==> config.mk <==
export PLATFORM = sky130hd
export DESIGN_NAME = pi_duty_controller
export DESIGN_NICKNAME = d
export VERILOG_FILES = /design/src/rtl/pdc_pkg.sv /design/src/rtl/pdc_cfg_regs.sv /design/src/rtl/pdc_law.sv /design/src/rtl/pi_duty_controller.sv
export SDC_FILE = /design/constraint.sdc
export NUM_CORES = 1
export LEC_CHECK = 0
export BUFFER_PORTS_ARGS = -buffer_cell sky130_fd_sc_hd__buf_2
export CAP_MARGIN = 10
export CORE_MARGIN = 3
export CORE_UTILIZATION = 58
export DETAILED_ROUTE_END_ITERATION = 7
export GPL_TIMING_DRIVEN = 0
export PLACE_DENSITY_LB_ADDON = 0.08
export SYNTH_ARGS = -nofsm -noshare
export SYNTH_HDL_FRONTEND = slang
export SYNTH_HIERARCHICAL = 1
export SYNTH_SLANG_ARGS = --single-unit
==> constraint.sdc <==
create_clock -name clk -period 18.95 [get_ports clk]
set_input_delay 2.8425 -clock clk [delete_from_list [all_inputs] [get_ports clk]]
set_output_delay 2.8425 -clock clk [all_outputs]
set_load 0.02 [all_outputs]
==> src/rtl/pdc_pkg.sv <==
// ----------------------------------------------------------------------------
// pdc_pkg
// Shared widths, register codes, reset values and the configuration
// record of the PI duty controller.
// ----------------------------------------------------------------------------
package pdc_pkg;

    localparam int SAMPLE_BITS = 12;

    localparam int TARGET_W = 12;
    localparam int GAIN_W   = 8;
    localparam int SHIFT_W  = 4;
    localparam int LIMIT_W  = 15;
    localparam int DUTY_W   = 10;
    localparam int THRESH_W = 12;
    localparam int ACC_W    = 16;

    localparam int CFG_INDEX_W = 3;
    localparam int CFG_DATA_W  = 15;

    // compare width for sample against target and threshold
    localparam int CMP_W   = (SAMPLE_BITS > TARGET_W) ? SAMPLE_BITS : TARGET_W;
    localparam int ERR_W   = CMP_W + 1;
    localparam int ASUM_W  = ((ERR_W > ACC_W) ? ERR_W : ACC_W) + 1;
    localparam int PPROD_W = ERR_W + GAIN_W + 1;
    localparam int IPROD_W = ACC_W + GAIN_W + 1;
    localparam int WSUM_W  = ((PPROD_W > IPROD_W) ? PPROD_W : IPROD_W) + 1;

    typedef enum logic [CFG_INDEX_W-1:0] {
        REG_TARGET_LEVEL     = 3'd0,
        REG_PROP_GAIN        = 3'd1,
        REG_INTEG_GAIN       = 3'd2,
        REG_FRAC_SHIFT       = 3'd3,
        REG_INTEG_LIMIT      = 3'd4,
        REG_DUTY_MAX         = 3'd5,
        REG_STATUS_THRESHOLD = 3'd6
    } pdc_reg_idx_t;

    localparam logic [TARGET_W-1:0] TARGET_RST = 12'd2048;
    localparam logic [GAIN_W-1:0]   PGAIN_RST  = 8'd60;
    localparam logic [GAIN_W-1:0]   IGAIN_RST  = 8'd4;
    localparam logic [SHIFT_W-1:0]  SHIFT_RST  = 4'd8;
    localparam logic [LIMIT_W-1:0]  LIMIT_RST  = 15'd5000;
    localparam logic [DUTY_W-1:0]   DUTY_RST   = 10'd950;
    localparam logic [THRESH_W-1:0] THRESH_RST = 12'd1948;

    typedef struct packed {
        logic [TARGET_W-1:0] target_level;
        logic [GAIN_W-1:0]   prop_gain;
        logic [GAIN_W-1:0]   integ_gain;
        logic [SHIFT_W-1:0]  frac_shift;
        logic [LIMIT_W-1:0]  integ_limit;
        logic [DUTY_W-1:0]   duty_max;
        logic [THRESH_W-1:0] status_threshold;
    } pdc_cfg_t;

endpackage

==> src/rtl/pdc_cfg_regs.sv <==
// ----------------------------------------------------------------------------
// pdc_cfg_regs
// Configuration register file; decodes one write word per accepted write.
// ----------------------------------------------------------------------------
module pdc_cfg_regs
    import pdc_pkg::*;
(
    input  logic                   clk,
    input  logic                   rst_n,
    input  logic                   wr_en,
    input  logic [CFG_INDEX_W-1:0] wr_index,
    input  logic [CFG_DATA_W-1:0]  wr_data,
    output pdc_cfg_t               cfg
);

    pdc_cfg_t cfg_reg;
    pdc_cfg_t cfg_next;

    always_comb
    begin
        cfg_next = cfg_reg;
        if (wr_en)
        begin
            unique case (pdc_reg_idx_t'(wr_index))
                REG_TARGET_LEVEL:     cfg_next.target_level     = wr_data[TARGET_W-1:0];
                REG_PROP_GAIN:        cfg_next.prop_gain        = wr_data[GAIN_W-1:0];
                REG_INTEG_GAIN:       cfg_next.integ_gain       = wr_data[GAIN_W-1:0];
                REG_FRAC_SHIFT:       cfg_next.frac_shift       = wr_data[SHIFT_W-1:0];
                REG_INTEG_LIMIT:      cfg_next.integ_limit      = wr_data[LIMIT_W-1:0];
                REG_DUTY_MAX:         cfg_next.duty_max         = wr_data[DUTY_W-1:0];
                REG_STATUS_THRESHOLD: cfg_next.status_threshold = wr_data[THRESH_W-1:0];
                default:              cfg_next = cfg_reg; // drop unmapped index
            endcase
        end
    end

    always_ff @(posedge clk or negedge rst_n)
    begin
        if (!rst_n)
        begin
            cfg_reg.target_level     <= TARGET_RST;
            cfg_reg.prop_gain        <= PGAIN_RST;
            cfg_reg.integ_gain       <= IGAIN_RST;
            cfg_reg.frac_shift       <= SHIFT_RST;
            cfg_reg.integ_limit      <= LIMIT_RST;
            cfg_reg.duty_max         <= DUTY_RST;
            cfg_reg.status_threshold <= THRESH_RST;
        end
        else
        begin
            cfg_reg <= cfg_next;
        end
    end

    assign cfg = cfg_reg;

endmodule

==> src/rtl/pdc_law.sv <==
// ----------------------------------------------------------------------------
// pdc_law
// Control law: error, clamped integral, weighted sum, floor shift, duty clamp, status compare.
// ----------------------------------------------------------------------------
module pdc_law
    import pdc_pkg::*;
(
    input  logic [SAMPLE_BITS-1:0] sample,
    input  logic signed [ACC_W-1:0] acc_in,
    input  pdc_cfg_t               cfg,
    output logic signed [ACC_W-1:0] acc_out,
    output logic [DUTY_W-1:0]      duty,
    output logic                   status
);

    logic signed [ERR_W-1:0]   err;
    logic signed [ASUM_W-1:0]  acc_sum;
    logic signed [ASUM_W-1:0]  lim_pos;
    logic signed [ASUM_W-1:0]  lim_neg;
    logic signed [ASUM_W-1:0]  acc_clamp;
    logic signed [PPROD_W-1:0] prod_p;
    logic signed [IPROD_W-1:0] prod_i;
    logic signed [WSUM_W-1:0]  wsum;
    logic signed [WSUM_W-1:0]  shifted;
    logic signed [WSUM_W-1:0]  duty_lim;

    always_comb
    begin
        err = $signed({1'b0, CMP_W'(cfg.target_level)}) - $signed({1'b0, CMP_W'(sample)});

        acc_sum = ASUM_W'(acc_in) + ASUM_W'(err);
        lim_pos = $signed(ASUM_W'({1'b0, cfg.integ_limit}));
        lim_neg = -lim_pos;
        if (acc_sum > lim_pos)
            acc_clamp = lim_pos;
        else if (acc_sum < lim_neg)
            acc_clamp = lim_neg;
        else
            acc_clamp = acc_sum;
        acc_out = ACC_W'(acc_clamp);

        prod_p = PPROD_W'($signed({1'b0, cfg.prop_gain})) * PPROD_W'(err);
        prod_i = IPROD_W'($signed({1'b0, cfg.integ_gain})) * IPROD_W'(acc_out);
        wsum   = WSUM_W'(prod_p) + WSUM_W'(prod_i);

        // arithmetic shift rounds toward minus infinity
        shifted  = wsum >>> cfg.frac_shift;
        duty_lim = $signed(WSUM_W'({1'b0, cfg.duty_max}));
        if (shifted < 0)
            duty = '0;
        else if (shifted > duty_lim)
            duty = cfg.duty_max;
        else
            duty = DUTY_W'(shifted);

        status = CMP_W'(sample) > CMP_W'(cfg.status_threshold);
    end

endmodule

==> src/rtl/pi_duty_controller.sv <==
// ----------------------------------------------------------------------------
// pi_duty_controller
// A word accepted into the input stage passes through the control law into the
// result stage, where it is presented on duty and status_ok.
// Throughput: one word per cycle unless out_ready stalls the result stage;
// the integral loop (add, clamp) is combinational, the multiplies and shift follow it.
// Reset: rst_n clears both stage valids and the integral to zero and loads
// the register defaults; no clearing pass is needed.
// ----------------------------------------------------------------------------
module pi_duty_controller
    import pdc_pkg::*;
(
    input  logic                   clk,
    input  logic                   rst_n,

    input  logic                   in_valid,
    output logic                   in_ready,
    input  logic [SAMPLE_BITS-1:0] feedback_sample,

    output logic                   out_valid,
    input  logic                   out_ready,
    output logic [DUTY_W-1:0]      duty,
    output logic                   status_ok,

    input  logic                   cfg_valid,
    output logic                   cfg_ready,
    input  logic [CFG_INDEX_W-1:0] cfg_index,
    input  logic [CFG_DATA_W-1:0]  cfg_data
);

    pdc_cfg_t cfg;

    // Input stage: sample register and its valid.
    logic                    in_vld_reg;
    logic [SAMPLE_BITS-1:0]  sample_reg;

    // Result stage: registered duty and status.
    logic                    out_vld_reg;
    logic [DUTY_W-1:0]       duty_reg;
    logic                    status_reg;

    // Integral state, updated as a word moves into the result stage.
    logic signed [ACC_W-1:0] acc_reg;
    logic signed [ACC_W-1:0] acc_next;

    logic [DUTY_W-1:0]       duty_next;
    logic                    status_next;

    logic                    out_adv;
    logic                    in_take;
    logic                    move;

    // Configuration writes are always taken.
    assign cfg_ready = 1'b1;

    pdc_cfg_regs u_cfg_regs (
        .clk      (clk),
        .rst_n    (rst_n),
        .wr_en    (cfg_valid),
        .wr_index (cfg_index),
        .wr_data  (cfg_data),
        .cfg      (cfg)
    );

    pdc_law u_law (
        .sample  (sample_reg),
        .acc_in  (acc_reg),
        .cfg     (cfg),
        .acc_out (acc_next),
        .duty    (duty_next),
        .status  (status_next)
    );

    // The result stage can load when empty or when its word is taken;
    // the input stage can load when empty or when it advances.
    assign out_adv  = !out_vld_reg || out_ready;
    assign in_ready = !in_vld_reg || out_adv;
    assign in_take  = in_valid && in_ready;
    assign move     = in_vld_reg && out_adv;

    always_ff @(posedge clk or negedge rst_n)
    begin
        if (!rst_n)
        begin
            in_vld_reg  <= 1'b0;
            out_vld_reg <= 1'b0;
            acc_reg     <= '0;
        end
        else
        begin
            if (in_ready)
                in_vld_reg <= in_valid;
            if (out_adv)
                out_vld_reg <= in_vld_reg;
            if (move)
                acc_reg <= acc_next;
        end
    end

    // Payload registers: load on advance, hold otherwise.
    always_ff @(posedge clk)
    begin
        if (in_take)
            sample_reg <= feedback_sample;
        if (move)
        begin
            duty_reg   <= duty_next;
            status_reg <= status_next;
        end
    end

    assign out_valid = out_vld_reg;
    assign duty      = duty_reg;
    assign status_ok = status_reg;

    // A stalled input stage keeps its sample.
    a_in_hold: assert property (@(posedge clk) disable iff (!rst_n)
        (in_vld_reg && !out_adv) |=> (in_vld_reg && $stable(sample_reg)))
        else $error("input stage lost or changed a stalled sample");

    // The integral moves only when a word passes into the result stage.
    a_acc_move: assert property (@(posedge clk) disable iff (!rst_n)
        !$stable(acc_reg) |-> $past(move))
        else $error("integral changed without a word advancing");

    // A word that advances always lands in the result stage.
    a_move_lands: assert property (@(posedge clk) disable iff (!rst_n)
        move |=> out_vld_reg)
        else $error("advanced word did not reach the result stage");

endmodule
==> metrics.txt <==
result of the run complete, no violations; Yosys top cell area share 0.252; synthesized instance count 1,976; root buffer cell clkbuf_16; Max Clock Skew 0.0130 ns; Hold Crit Class reg -> reg; crit-path leading delay family compound AO/OA/AOI/OAI gates; Crit. End Element register; WS Path Type reg -> reg; most common cell in the netlist inv_1; Max stage delay on crit path 0.99 ns; CTS Buffer Depth 2; CTS tree done; crit path from sample_reg[0]$_DFFE_PP_; gr usage total 0.313; TritonCTS Sinks 110; Final setup viols 0; DRC violation count after routing 0; Distinct cells, synth 101; Warnings, synthesis 6; crit path max-delay cell type xor2_1; CP Data Required Time 19.16 ns; Core ar. 31,700 sq um; Tcrit/Tclk final 0.888; Crit path buffers/inverters 7; number of antenna-violating nets in the routed design 0; drt pass-1 iters 7; post-DP HPWL 42.6 mm; first-pass GRT wire length 83.8 mm; WP depth 58; DR iter-0 viols 1,051; Slew Limit Fails 0; crit path DAT 17.03 ns; number of global-route vias before repair 15,600; I/O pin cnt 49; largest net degree at the start of global routing 52; Layout area overhead 5.95%; number of synthesized flops with an enable pin 23; Syn Std Cell Area 18,800 sq um; achievable frequency 59.4 MHz; largest cells by area after synthesis fa_1, ha_1, dfrtp_1, inv_1, mux2_2; R2R setup slack 2.13 ns; Nets 2,476; Wirelength per Cell 21.0 um; initial antenna violation count 1; H-tree Lvls 3; Clock Latency Late Sink 0.37 ns; total number of vias 15,000; area leader, netlist fa_1; Worst-path clk slew 0.07 ns; Mapped Avg Cell Area 9.50 sq um; row count 65; Slew Limit Headroom 0.137; Die Wd 186 um; Post-synth top cells inv_1, fa_1, ha_1, nand2_1, and2_1; max-cap violations 0; worst reg2reg startpoint sample_reg[0]$_DFFE_PP_; DRT Wirelength 51.4 mm; Worst R2R Path Depth 58; syn_nets 2,415; total gr overflow 0; CP Max Fanout 10; Slew @ Worst Pin 1.29 ns; register area share after synthesis 0.155; R2R Path End duty[3]$_DFFE_PP_; setup TNS 0 ns; Final Hold Viols 0; Die Y-Extent 186 um; fraction of layout instances using a drive strength above 1 0.117; max FFs per register 69; Total Die Area 34,500 sq um; flops & latches, synth 110; RSZ-0062 raised after global routing no; CTS Hold Bufs 0; startpoint types register; Starting Density 0.592; post-synthesis async set-or-reset flop share 0.791; gpl congestion 0.985; via/cell ratio 6.11; Final min period 16.82 ns; Placement Setup Slack 2.32 ns; TritonCTS Buffers 9; slack of the critical path 2.13 ns; crit-path most repeated cell fa_1; PortBufs 47; post-CTS setup buffers 0; WHS Path Cells 1; CTS resizes 0; CP endpoint duty[3]$_DFFE_PP_; Post-synth top flop dfrtp_1
==> layer usage <==
layer / routed length (um) / vias up / track usage
met2: 24900 / 543 / 0.525
met4: 2120 / 0 / 0.121
met1: 21500 / 7438 / 0.412
met3: 2830 / 128 / 0.0461
li1: - / 6842 / -
met5: 0 / - / 0
==> cell usage in the layout, fill, tap and decap left out, types with 12 or more instances in the layout <==
cell type | netlist | layout
dfrtp_1 | 61 | 61
nor2b_1 | 46 | 46
xor2_1 | 13 | 13
a32o_1 | 16 | 16
a21oi_1 | 61 | 61
nand3_1 | 19 | 19
o21ai_0 | 43 | 43
and2_1 | 104 | 104
clkbuf_1 | 54 | 55
a32oi_1 | 17 | 17
o22ai_1 | 39 | 39
a211oi_1 | 30 | 30
ha_1 | 168 | 168
inv_1 | 314 | 314
buf_2 | 9 | 55
xnor2_1 | 44 | 44
nor2_1 | 68 | 68
fa_1 | 236 | 236
mux2_2 | 69 | 69
edfxtp_1 | 23 | 23
buf_1 | 12 | 12
mux2_4 | 19 | 19
nand2b_1 | 19 | 19
o21a_1 | 17 | 17
nand4_1 | 15 | 15
o22a_1 | 19 | 19
dfstp_2 | 26 | 26
mux2i_1 | 31 | 31
a21boi_0 | 12 | 12
nand2_1 | 150 | 150
a21o_1 | 25 | 25
nor3_1 | 35 | 35
==> worst min path at each step <==
| stage | from | endpoint | slack [ns] |
|---|---|---|---|
| floorplan | u_cfg_regs/cfg[37]$_DFFE_PN0P_ | u_cfg_regs/cfg[37]$_DFFE_PN0P_ | 0.48 |
| global placement | u_cfg_regs/cfg[11]$_DFFE_PN0P_ | u_cfg_regs/cfg[11]$_DFFE_PN0P_ | 0.49 |
| detailed placement | u_cfg_regs/cfg[11]$_DFFE_PN0P_ | u_cfg_regs/cfg[11]$_DFFE_PN0P_ | 0.50 |
| CTS | u_cfg_regs/cfg[42]$_DFFE_PN0P_ | u_cfg_regs/cfg[42]$_DFFE_PN0P_ | 0.51 |
| global route | u_cfg_regs/cfg[45]$_DFFE_PN0P_ | u_cfg_regs/cfg[45]$_DFFE_PN0P_ | 0.54 |
| finish | u_cfg_regs/cfg[42]$_DFFE_PN0P_ | u_cfg_regs/cfg[42]$_DFFE_PN0P_ | 0.51 |
==> metrics by stage <==
step / std cells / instance area [sq um] / utilization / hold WS [ns]
2_1_floorplan: 1976 / 18800 / - / 0.477
3_3_place_gp: 2425 / 19500 / 0.615 / 0.488
3_5_place_dp: 2427 / 19500 / 0.616 / 0.498
4_1_cts: 2443 / 19900 / 0.626 / 0.515
5_1_grt: 2444 / 19900 / 0.627 / 0.535
6_report: 2446 / 19900 / 0.627 / 0.513
==> worst reg2reg max path: cells and delay by family, from the launching register on <==
family / cells / cell delay (ns)
flip-flops: 1 / 0.39
adder cells (fa/ha/maj): 12 / 5.27
AND/OR/NAND/NOR: 8 / 1.71
AO/OA/AOI/OAI: 26 / 5.48
XOR/XNOR: 1 / 0.99
buffers and inverters: 7 / 1.17
multiplexers: 4 / 1.65
==> kinds of logic (layout without fill, tap and decap cells) <==
group                    after synthesis  count (layout)  share of synthesized area
adder cells (fa/ha/maj)              406             406                      0.365
other                                  1               3                   0.000200
AO/OA/AOI/OAI                        372             372                      0.145
AND/OR/NAND/NOR                      504             504                      0.142
buffers and inverters                398             464                     0.0828
flip-flops                           110             110                      0.155
multiplexers                         128             128                     0.0839
XOR/XNOR                              57              57                     0.0266
==> cell type report <==
| cell class | count | area [sq um] |
|---|---|---|
| Timing Repair Buffer | 50 | 288 |
| Buffer | 82 | 368 |
| Fill cell | 2732 | 11800 |
| Clock buffer | 10 | 229 |
| Inverter | 316 | 1190 |
| Tap cell | 402 | 503 |
| Sequential cell | 110 | 2900 |
| Clock inverter | 6 | 91.3 |
| Multi-Input combinational cell | 1468 | 14300 |
| Antenna cell | 2 | 5.00 |
Power is left out: the tool's default activity adds up to more than one toggle a clock period on the data nets, which glitch-free logic cannot reach.
